<file path="src/hw/rtl/csa_pkg.sv">
// ----------------------------------------------------------------------------
// csa_pkg
// Shared constants, codes and types for the chunked slot allocator.
// ----------------------------------------------------------------------------
package csa_pkg;

    localparam int SLOTS_PER_CHUNK = 16;
    localparam int MAX_CHUNKS      = 8;
    localparam int POOL_SLOTS      = SLOTS_PER_CHUNK * MAX_CHUNKS;

    localparam int SLOT_W   = (SLOTS_PER_CHUNK > 1) ? $clog2(SLOTS_PER_CHUNK) : 1;
    localparam int CHUNK_W  = (MAX_CHUNKS > 1) ? $clog2(MAX_CHUNKS) : 1;
    localparam int POOL_AW  = (POOL_SLOTS > 1) ? $clog2(POOL_SLOTS) : 1;
    localparam int TOP_W    = $clog2(SLOTS_PER_CHUNK + 1);
    localparam int ACT_W    = $clog2(MAX_CHUNKS + 1);
    localparam int CFG_W    = 5;
    localparam int HANDLE_W = 7;
    localparam int STATUS_W = 2;
    localparam int COUNT_W  = 8;

    // stream payload widths, rounded up to whole bytes
    localparam int S_TDATA_W = 8;
    localparam int M_TDATA_W = 24;

    localparam logic [STATUS_W-1:0] STATUS_OK       = 2'd0;
    localparam logic [STATUS_W-1:0] STATUS_FULL     = 2'd1;
    localparam logic [STATUS_W-1:0] STATUS_BAD_FREE = 2'd2;

    localparam logic KIND_ALLOC = 1'b0;
    localparam logic KIND_FREE  = 1'b1;

    localparam logic [CFG_W-1:0] CHUNK_SLOTS_RESET = CFG_W'(16);

    // requests from the controller into the slot store
    typedef struct packed {
        logic               rd_en;
        logic [POOL_AW-1:0] fs_raddr;
        logic [POOL_AW-1:0] iu_raddr;
        logic               fs_we;
        logic [POOL_AW-1:0] fs_waddr;
        logic [SLOT_W-1:0]  fs_wdata;
        logic               iu_we;
        logic [POOL_AW-1:0] iu_waddr;
        logic               iu_wdata;
    } t_mem_req;

    // registered read results, reset values already resolved
    typedef struct packed {
        logic [SLOT_W-1:0] fs_data;
        logic              in_use;
    } t_mem_rsp;

endpackage

</file>
<file path="src/hw/rtl/chunked_slot_allocator_core.sv">
// ----------------------------------------------------------------------------
// chunked_slot_allocator_core
// Fixed-size slot allocator: per-chunk free stacks in memory, chunks brought
// into use on demand, one status result per request.
// ----------------------------------------------------------------------------
//  channel     direction  payload
//  s_axis      in         tdata: handle[6:0]; tuser: kind (0 alloc, 1 free)
//  m_axis      out        tdata: status[1:0], granted_handle[8:2],
//                                allocated_count[16:9]
//  cfg         in         i_cfg_wdata: chunk_slots, written when i_cfg_we
//
//  a request has a read step, which picks the chunk and reads the free-stack
//  and in-use memories, and an update step for memories, stack tops and count.
//  a new request is taken only once the last one has finished its update step;
//  a result held by m_axis_tready low stalls the update step.
//  reset is synchronous; memory contents are covered by per-entry valid
//  bits cleared at once, so no clearing pass is needed.
// ----------------------------------------------------------------------------
module chunked_slot_allocator_core (
    input  logic                            i_clk,
    input  logic                            i_rst_n,
    input  logic                            s_axis_tvalid,
    output logic                            s_axis_tready,
    input  logic [csa_pkg::S_TDATA_W-1:0]   s_axis_tdata,   // handle, zero pad
    input  logic                            s_axis_tuser,   // kind
    output logic                            m_axis_tvalid,
    input  logic                            m_axis_tready,
    output logic [csa_pkg::M_TDATA_W-1:0]   m_axis_tdata,   // status, granted_handle,
                                                            // allocated_count, zero pad
    input  logic                            i_cfg_we,
    input  logic [csa_pkg::CFG_W-1:0]       i_cfg_wdata
);
    import csa_pkg::*;

    localparam logic ST_IDLE = 1'b0;
    localparam logic ST_EXEC = 1'b1;

    logic r_state;

    logic [CFG_W-1:0]   r_chunk_slots;
    logic [TOP_W-1:0]   r_top [MAX_CHUNKS];
    logic [ACT_W-1:0]   r_active;
    logic [COUNT_W-1:0] r_count;

    // request held between the read and update cycles
    logic               r_kind;
    logic [CHUNK_W-1:0] r_chunk;
    logic [TOP_W-1:0]   r_new_top;
    logic [SLOT_W-1:0]  r_slot;
    logic               r_full;
    logic               r_bad;
    logic               r_fresh;

    logic                 r_m_valid;
    logic [M_TDATA_W-1:0] r_m_data;

    t_mem_req mem_req;
    t_mem_rsp mem_rsp;

    logic               accept;
    logic               fire;
    logic [TOP_W-1:0]   limit;
    logic               found;
    logic [CHUNK_W-1:0] sel;
    logic [CHUNK_W-1:0] a_chunk;
    logic [TOP_W-1:0]   a_top;
    logic               a_full;
    logic               a_fresh;
    logic [HANDLE_W-1:0] in_handle;
    logic [CHUNK_W-1:0] f_chunk;
    logic               f_bad;
    logic [TOP_W-1:0]   f_top;
    logic               alloc_ok;
    logic               free_ok;
    logic [HANDLE_W-1:0] granted;
    logic [STATUS_W-1:0] status;
    logic [COUNT_W-1:0] n_count;

    assign accept    = s_axis_tvalid && s_axis_tready;
    assign fire      = (r_state == ST_EXEC) && (!r_m_valid || m_axis_tready);
    assign in_handle = s_axis_tdata[HANDLE_W-1:0];

    always_comb begin
        if (r_chunk_slots == '0) begin
            limit = TOP_W'(1);
        end else if (r_chunk_slots > CFG_W'(SLOTS_PER_CHUNK)) begin
            limit = TOP_W'(SLOTS_PER_CHUNK);
        end else begin
            limit = TOP_W'(r_chunk_slots);
        end
    end

    // first active chunk with room left
    always_comb begin
        found = 1'b0;
        sel   = '0;
        for (int i = 0; i < MAX_CHUNKS; i++) begin
            if (!found && (ACT_W'(i) < r_active) && (r_top[i] < limit)) begin
                found = 1'b1;
                sel   = CHUNK_W'(i);
            end
        end
    end

    // an inactive chunk still has reset contents, so it needs no reload
    always_comb begin
        a_fresh = 1'b0;
        a_full  = 1'b0;
        a_chunk = sel;
        if (!found) begin
            if (r_active < ACT_W'(MAX_CHUNKS)) begin
                a_fresh = 1'b1;
                a_chunk = r_active[CHUNK_W-1:0];
            end else begin
                a_full = 1'b1;
            end
        end
        a_top = a_fresh ? '0 : r_top[a_chunk];
    end

    assign f_chunk = in_handle[HANDLE_W-1 -: CHUNK_W];
    assign f_top   = r_top[f_chunk];
    assign f_bad   = (ACT_W'(f_chunk) >= r_active) || (f_top == '0);

    assign alloc_ok = (r_kind == KIND_ALLOC) && !r_full;
    assign free_ok  = (r_kind == KIND_FREE) && !r_bad && mem_rsp.in_use;
    assign granted  = alloc_ok ? {r_chunk, mem_rsp.fs_data} : '0;

    always_comb begin
        if (r_kind == KIND_ALLOC) begin
            status = r_full ? STATUS_FULL : STATUS_OK;
        end else begin
            status = free_ok ? STATUS_OK : STATUS_BAD_FREE;
        end
        n_count = r_count;
        if (alloc_ok) begin
            n_count = r_count + COUNT_W'(1);
        end else if (free_ok && (r_count != '0)) begin
            n_count = r_count - COUNT_W'(1);
        end
    end

    always_comb begin
        mem_req          = '0;
        mem_req.rd_en    = accept;
        mem_req.fs_raddr = {a_chunk, a_top[SLOT_W-1:0]};
        mem_req.iu_raddr = in_handle;
        if (fire && alloc_ok) begin
            mem_req.iu_we    = 1'b1;
            mem_req.iu_waddr = {r_chunk, mem_rsp.fs_data};
            mem_req.iu_wdata = 1'b1;
        end else if (fire && free_ok) begin
            mem_req.iu_we    = 1'b1;
            mem_req.iu_waddr = {r_chunk, r_slot};
            mem_req.iu_wdata = 1'b0;
            mem_req.fs_we    = 1'b1;
            mem_req.fs_waddr = {r_chunk, r_new_top[SLOT_W-1:0]};
            mem_req.fs_wdata = r_slot;
        end
    end

    csa_slot_store u_store (
        .i_clk   (i_clk),
        .i_rst_n (i_rst_n),
        .i_req   (mem_req),
        .o_rsp   (mem_rsp)
    );

    always_ff @(posedge i_clk) begin
        if (accept) begin
            r_kind  <= s_axis_tuser;
            r_slot  <= in_handle[SLOT_W-1:0];
            r_fresh <= a_fresh;
            r_full  <= a_full;
            if (s_axis_tuser == KIND_ALLOC) begin
                r_chunk   <= a_chunk;
                r_new_top <= a_top + TOP_W'(1);
                r_bad     <= 1'b0;
            end else begin
                r_chunk   <= f_chunk;
                r_new_top <= f_top - TOP_W'(1);
                r_bad     <= f_bad;
            end
        end
        if (fire) begin
            r_m_data <= M_TDATA_W'({n_count, granted, status});
        end
    end

    always_ff @(posedge i_clk) begin
        if (!i_rst_n) begin
            r_state       <= ST_IDLE;
            r_chunk_slots <= CHUNK_SLOTS_RESET;
            r_active      <= ACT_W'(1);
            r_count       <= '0;
            r_m_valid     <= 1'b0;
            for (int i = 0; i < MAX_CHUNKS; i++) begin
                r_top[i] <= '0;
            end
        end else begin
            if (i_cfg_we) begin
                r_chunk_slots <= i_cfg_wdata;
            end
            case (r_state)
                ST_IDLE: begin
                    if (accept) begin
                        r_state <= ST_EXEC;
                    end
                end
                ST_EXEC: begin
                    if (fire) begin
                        r_state <= ST_IDLE;
                    end
                end
                default: begin
                    r_state <= ST_IDLE;
                end
            endcase
            if (fire) begin
                r_count <= n_count;
                if (alloc_ok || free_ok) begin
                    r_top[r_chunk] <= r_new_top;
                end
                if (alloc_ok && r_fresh) begin
                    r_active <= r_active + ACT_W'(1);
                end
            end
            if (fire) begin
                r_m_valid <= 1'b1;
            end else if (m_axis_tready) begin
                r_m_valid <= 1'b0;
            end
        end
    end

    assign s_axis_tready = (r_state == ST_IDLE);
    assign m_axis_tvalid = r_m_valid;
    assign m_axis_tdata  = r_m_data;

endmodule

</file>
<file path="src/hw/rtl/csa_slot_store.sv">
// ----------------------------------------------------------------------------
// csa_slot_store
// Free-stack and in-use memories with per-entry valid bits standing in for
// the reset contents; registered reads.
// ----------------------------------------------------------------------------
module csa_slot_store (
    input  logic              i_clk,
    input  logic              i_rst_n,
    input  csa_pkg::t_mem_req i_req,
    output csa_pkg::t_mem_rsp o_rsp
);
    import csa_pkg::*;

    logic [SLOT_W-1:0] fs_mem [POOL_SLOTS];
    logic              iu_mem [POOL_SLOTS];

    logic [POOL_SLOTS-1:0] r_fs_vld;
    logic [POOL_SLOTS-1:0] r_iu_vld;

    logic [SLOT_W-1:0] r_fs_q;
    logic [SLOT_W-1:0] r_fs_dflt;
    logic              r_fs_v;
    logic              r_iu_q;
    logic              r_iu_v;

    always_ff @(posedge i_clk) begin
        if (i_req.fs_we) begin
            fs_mem[i_req.fs_waddr] <= i_req.fs_wdata;
        end
        if (i_req.iu_we) begin
            iu_mem[i_req.iu_waddr] <= i_req.iu_wdata;
        end
        if (i_req.rd_en) begin
            r_fs_q    <= fs_mem[i_req.fs_raddr];
            r_fs_dflt <= i_req.fs_raddr[SLOT_W-1:0];
            r_iu_q    <= iu_mem[i_req.iu_raddr];
        end
    end

    always_ff @(posedge i_clk) begin
        if (!i_rst_n) begin
            r_fs_vld <= '0;
            r_iu_vld <= '0;
            r_fs_v   <= 1'b0;
            r_iu_v   <= 1'b0;
        end else begin
            if (i_req.fs_we) begin
                r_fs_vld[i_req.fs_waddr] <= 1'b1;
            end
            if (i_req.iu_we) begin
                r_iu_vld[i_req.iu_waddr] <= 1'b1;
            end
            if (i_req.rd_en) begin
                r_fs_v <= r_fs_vld[i_req.fs_raddr];
                r_iu_v <= r_iu_vld[i_req.iu_raddr];
            end
        end
    end

    // unwritten stack entry i of a chunk holds i, unwritten mark reads as free
    assign o_rsp.fs_data = r_fs_v ? r_fs_q : r_fs_dflt;
    assign o_rsp.in_use  = r_iu_v & r_iu_q;

endmodule

</file>
<file path="config.mk">
export PLATFORM = sky130hd
export DESIGN_NAME = chunked_slot_allocator_core
export DESIGN_NICKNAME = d
export VERILOG_FILES = /design/src/hw/rtl/csa_pkg.sv /design/src/hw/rtl/chunked_slot_allocator_core.sv /design/src/hw/rtl/csa_slot_store.sv
export SDC_FILE = /design/constraint.sdc
export NUM_CORES = 1
export LEC_CHECK = 0
export BUFFER_PORTS_ARGS = -buffer_cell sky130_fd_sc_hd__buf_2
export CORE_ASPECT_RATIO = 1.2
export CORE_MARGIN = 2
export CORE_UTILIZATION = 50
export DETAILED_ROUTE_END_ITERATION = 10
export GPL_ROUTABILITY_DRIVEN = 0
export PLACE_DENSITY = 0.74
export SYNTH_ARGS = -nofsm -noshare
export SYNTH_HDL_FRONTEND = slang
export SYNTH_SLANG_ARGS = --single-unit
</file>
<file path="constraint.sdc">
create_clock -name i_clk -period 11 [get_ports i_clk]
set_input_delay 0 -clock i_clk [delete_from_list [all_inputs] [get_ports i_clk]]
set_output_delay 0 -clock i_clk [all_outputs]
set_load 0.02 [all_outputs]
</file>
==> results of run 1 <==
-- cell type report --
type | instances | area [um2] | area share
antenna | 1 | 2.50 | 0.0000535
clock buffer | 134 | 2640 | 0.0564
clock inverter | 46 | 621 | 0.0133
inverter | 22 | 91.3 | 0.00195
multi-input combinational | 2039 | 14000 | 0.300
sequential | 999 | 27200 | 0.583
tap | 1121 | 1400 | 0.0300
timing repair buffer | 96 | 746 | 0.0160
-- cells in the final DEF, fill, tap and decap left out, types with 68 or more instances in the layout --
cell type / n
mux4_2: 94
nor2_1: 312
a31oi_1: 74
edfxtp_1: 722
clkbuf_16: 96
a311oi_1: 68
nand2_1: 392
and2_0: 96
dfxtp_1: 277
and2_1: 93
o21a_1: 258
a211oi_1: 188
-- metrics by stage --
stage / hold WS (ns) / setup slack (ns) / util / power, uW / instance area (um2)
2_1_floorplan: 0.0989 / 6.60 / - / 5000 / 42300
5_1_grt: 0.170 / 3.48 / 0.559 / 8880 / 46700
6_report: 0.158 / 3.82 / 0.559 / 8600 / 46700
3_3_place_gp: 0.219 / 3.96 / 0.517 / 5280 / 43200
3_5_place_dp: 0.225 / 3.95 / 0.517 / 5300 / 43200
4_1_cts: 0.131 / 3.93 / 0.559 / 8630 / 46700
-- metal layers --
| layer | vias up | track usage | wire [um] |
|---|---|---|---|
| met4 | 0 | 0.108 | 4410 |
| li1 | 12300 | - | - |
| met1 | 13400 | 0.286 | 38500 |
| met5 | - | 0 | 0 |
| met3 | 263 | 0.0345 | 7290 |
| met2 | 1120 | 0.395 | 50200 |
-- sequential cells by signal, summed over array words and instances (netlist names), 3 cells and up --
name and count:
u_store.r_fs_vld 128, r_chunk 3, r_slot 4, u_store.r_fs_q 4
r_chunk_slots 5, r_active 4, u_store.r_fs_dflt 4, r_count 8
r_new_top 5, u_store.iu_mem 128, u_store.fs_mem 512, m_axis_tdata 17
u_store.r_iu_vld 128, r_top 40
-- how the worst max path moves through the flow --
| stage | start | to | slack [ns] | cells after the start |
|---|---|---|---|---|
| 5_1_grt | r_chunk_slots[4] | u_store.r_fs_q[2] | 3.48 | 17 |
| 3_3_place_gp | r_chunk_slots[4] | u_store.r_fs_q[2] | 3.96 | 16 |
| 3_5_place_dp | r_chunk_slots[4] | u_store.r_fs_q[2] | 3.95 | 16 |
| 6_report | r_chunk_slots[4] | u_store.r_fs_q[2] | 3.82 | 16 |
| 4_1_cts | r_chunk_slots[4] | u_store.r_fs_q[2] | 3.93 | 16 |
| 2_1_floorplan | r_chunk_slots[4] | u_store.r_fs_q[2] | 6.60 | 20 |
-- cell families after synthesis --
kind of cell             count (synthesis)
AO/OA/AOI/OAI                          775
buffers and inverters                  240
XOR/XNOR                                19
other                                    1
AND/OR/NAND/NOR                       1044
adder cells (fa/ha/maj)                 42
multiplexers                           152
flip-flops                             999
-- report_power, final --
part / switching, uW / total, uW / internal, uW
clock: 1420 / 3360 / 1950
sequential: 37.1 / 4070 / 4030
combinational: 789 / 1170 / 380
total: 2240 / 8600 / 6360
==> reports/results.tsv, run 1 <==
metric	value	unit
top cells by area, synth	edfxtp_1 (51%), dfxtp_1 (13%), mux4_2 (5.0%)	
first-pass GRT wire length	154000	um
Bufs and invs on worst path	3	
area grow syn2layout	10.5	%
endpoints failing hold	0	
Synth Area in Compound Gates	0.137	
DRC	0	
std cell rows	116	
Inst Count DP	4251	
startpoint types	flip-flop	
Detailed Place HPWL	61300	um
total clock sinks	999	
PortBufs	36	
R2R Setup Slk	3.82	ns
Async S/R FF share, synth	0	
Post-synth top cells	edfxtp_1 (722), nand2_1 (392), nor2_1 (313), dfxtp_1 (277), o21a_1 (258)	
die height	323	um
Tcrit/Tclk final	0.653	
global route total overflow	0	
Filler cells	6611	
leakage	0.0148	uW
share of the synthesized area in the top cell type	0.513	
Hold Crit Class	in2reg	
Slew Viols, Final	0	
core area	83600	um2
worst-path fanout max	81	
Worst-Margin Slew	1.14	ns
PwrDens	184	nW/um2
reg-to-reg endpoint	u_store.r_fs_q[2]	
count leader, synth	edfxtp_1	
count of cell types in the netlist	86	
post-CTS sizing	0	
crit path DAT	7.73	ns
proportion of synthesized area in mux cells	0.0640	
TritonCTS clock tree	yes	
Via density	6.06	
post-route ant nets	0	
total CTS buffers	96	
RSZ-0062 raised after global routing	false	
Worst VDD drop	0.190	mV
H-tree depth	3	
Die Width	269	um
most frequent CP cell	buf_4	
Total GRT Usage	0.229	
Post-Syn Area per Cell	12.9	um2
Post-Layout Cell Count	4458	
Worst-Skew Late Latency	0.68	ns
Max Fclk	139	MHz
share of cells above drive strength 1	0.105	
Cell Area, Synth	42300	um2
run status	finished, final reports clean	
Post-CTS Hold Fix Bufs	26	
Seq cells post-synth	999	
post-synthesis xor/xnor area fraction	0.00393	
Reg-to-Reg Start	r_chunk_slots[4]	
detailed router's first-iteration violation count	2794	
Clock transition at path regs	0.07	ns
max incr delay on CP	0.80	ns
post-synth top area cell	edfxtp_1	
vias in the first global route	26800	
synth warn	0	
Worst path top cell family by delay	compound AO/OA/AOI/OAI gates	
sequential-to-total area share from yosys stat	0.644	
post-CTS setup buffer count	0	
largest net degree at the start of global routing	202	
depth of the worst hold-timing path	2	
Routed WL	100000	um
antenna violations before repair	1	
Setup crit end kind	flip-flop	
CP Cell Sequence	inv_1 > nand2_1 > ha_1 > nand4_1 > o211a_4 > or2_2 > a211o_1 > o221ai_1 > o22a_4 > buf_4 > buf_4 > a211oi_1 > a31oi_1 > a2111oi_0 > nor4_1 > and3_1	
Hold Crit Start	s_axis_tdata[1]	
CP Data Required Time	11.55	ns
clock skew	0.0363	ns
DRT Pass-1 Iters	6	
main combinational cell family by area after synthesis	compound AO/OA/AOI/OAI gates	
endpoints failing setup	0	
Synth Area in Simple Gates	0.112	
Starting Density	0.506	
worst-case clock buffer depth	3	
Final #Nets	3315	
Root Buffer Master	clkbuf_16	
critical path class	reg2reg	
wire length per cell	22.5	um
via count	27000	
Max transition margin	0.235	
die area	86900	um2
setup tns final	0	ns
Hold Path Sink	r_slot[1]	
Slowest-stage cell, CP	buf_4	
R2R depth	16	
I/O pin count	45	
adder-cell area share of the yosys netlist	0.0124	
Synth Instances	3272	
Post-synth EDFFs	722	
commonest register cell after synthesis	edfxtp_1	
final worst path period need	7.18	ns
max_cap viols	0	
Note: power is estimated with default switching activity, not from simulation.
==> run 2: changes to the inputs <==
==> constraint.sdc (replaced) <==
create_clock -name i_clk -period 6.78 [get_ports i_clk]
set_input_delay 0 -clock i_clk [delete_from_list [all_inputs] [get_ports i_clk]]
set_output_delay 0 -clock i_clk [all_outputs]
set_load 0.02 [all_outputs]
==> run 2 against run 1 <==
  * First-iteration DRC count decreased by 6.5%
  * Clock-buffer cell count decreased by 3
  * Largest cell class unchanged
  * Core utilization increased by 0.29 points
  * Wire length increased by 1.4%
  * Setup slack got worse by 3.1 ns
  * Critical endpoint unchanged
  * Non-clock buffer count increased by 33
  * Final area increased by 0.51%
  * Worst hold slack got worse by 0.0026 ns
  * Register-to-register slack got worse by 3.1 ns
==> reports/results.tsv, run 2 (synthesis results as in run 1) <==
metric	value	unit
Hold Crit Class	in2reg	
setup tns final	0	ns
PwrDens	297	nW/um2
Filler cells	6700	
Routed WL	102000	um
final worst path period need	6.08	ns
worst-path fanout max	25	
Die Width	269	um
n_diodes	0	
Total GRT Usage	0.233	
Max transition margin	0.191	
most frequent cells in the layout	edfxtp_1 (722), nand2_1 (392), nor2_1 (312)	
endpoints failing setup	0	
die height	323	um
Starting Density	0.506	
Worst-Margin Slew	1.21	ns
H-tree depth	3	
PortBufs	36	
detailed router's first-iteration violation count	2611	
via count	27300	
startpoint types	flip-flop	
crit path DAT	6.60	ns
Post-Route Utilization	0.562	
Final #Nets	3347	
die area	86900	um2
reg-to-reg endpoint	u_store.r_fs_q[2]	
wire length per cell	22.7	um
run status	finished, final reports clean	
R2R depth	16	
clock skew	0.0452	ns
vias in the first global route	27100	
CP endpoint	u_store.r_fs_q[2]	
total clock sinks	999	
post-CTS setup buffer count	0	
Tcrit/Tclk final	0.897	
area grow syn2layout	11.1	%
CP Data Required Time	7.30	ns
core area	83600	um2
std cell rows	116	
Via density	6.07	
Slew Viols, Final	0	
Root Buffer Master	clkbuf_16	
Worst-Skew Late Latency	0.67	ns
I/O pin count	45	
R2R Setup Slk	0.70	ns
commonest non-fill, non-tap cell in the layout	edfxtp_1	
post-route ant nets	0	
CP startpoint	r_chunk_slots[4]	
post-place setup slack	0.828	ns
total CTS buffers	95	
number of flip-flops under the largest register name	512	
TritonCTS clock tree	yes	
Setup crit end kind	flip-flop	
Largest Register	u_store.fs_mem	
Worst VDD drop	0.226	mV
RSZ-0062 raised after global routing	false	
worst setup margin	0.699	ns
Reg-to-Reg Start	r_chunk_slots[4]	
share of cells above drive strength 1	0.116	
antenna violations before repair	0	
Max Fclk	164	MHz
Clock transition at path regs	0.06	ns
DRC	0	
max_cap viols	0	
DRT Pass-1 Iters	8	
critical path class	reg2reg	
leakage	0.0150	uW
global route total overflow	0	
Detailed Place HPWL	63800	um
endpoints failing hold	0	
Final Power	13900	uW
first-pass GRT wire length	157000	um
largest net degree at the start of global routing	130	
worst-case clock buffer depth	3	
-- run 2: cell count changes in the layout (fill, tap and decap cells not counted), sizes merged --
cell,before,now
dlygate4sd3,26,21
diode,1,0
clkbuf,134,131
clkinvlp,2,5
clkinv,34,33
bufinv,11,6
buf,70,108
inv,21,26
-- run 2: area by class of cell --
cell class	instances	area, um2	share of cell area
clock inverters	48	507	0.0108
flip-flops and latches	999	27200	0.580
multi-input cells	2039	14000	0.298
inverters	22	91.3	0.00194
well taps	1121	1400	0.0299
clock buffers	131	2640	0.0563
repair buffers	129	1090	0.0233
-- run 2: how the worst min path moves through the flow --
stage / start / to / cells past startpoint / slack, ns
floorplan: s_axis_tuser / r_kind / 0 / 0.1
global placement: i_cfg_wdata[4] / r_chunk_slots[4] / 3 / 0.24
detailed placement: i_cfg_wdata[4] / r_chunk_slots[4] / 3 / 0.25
CTS: s_axis_tvalid / r_state / 4 / 0.13
global route: s_axis_tdata[1] / r_slot[1] / 2 / 0.18
finish: s_axis_tvalid / r_state / 4 / 0.16
-- run 2: per-stage QoR --
stage | instances | hold slack (ns) | instance area, um2
after CTS | 4489 | 0.132 | 47000
after detailed placement | 4289 | 0.246 | 43600
after floorplan | 3278 | 0.0989 | 42300
after global routing | 4489 | 0.177 | 47000
after global placement | 4289 | 0.243 | 43600
final | 4489 | 0.156 | 47000
-- run 2: routing by layer --
metal / up-vias / routed length, um / global-route usage
li1: 12300 / - / -
met1: 13600 / 39400 / 0.293
met2: 1029 / 50500 / 0.403
met3: 258 / 6990 / 0.0313
met4: 0 / 4880 / 0.108
met5: - / 0 / 0
-- run 2: repair_timing --
item	4_1_cts	5_1_grt
gates resized for setup	0	0
hold buffers	21	0
hold endpoints to repair	99	0
-- run 2: where the power goes --
group | switching [uW] | internal [uW]
registers | 58.4 | 6540
clock network | 2310 | 2990
logic | 1330 | 706
total | 3690 | 10200
-- run 2: critical path, stage by stage, from the launching register on --
cell	delay, ns
dfxtp_1	0.35
inv_1	0.38
nand2_1	0.39
ha_1	0.40
a211oi_1	0.22
o21ai_0	0.16
a21bo_2	0.29
a211oi_4	0.43
o21a_1	0.58
mux2i_1	0.29
mux2i_1	0.18
a22oi_4	0.64
buf_12	0.26
buf_4	0.30
a211oi_1	0.17
nor4_1	0.58
and3_1	0.26
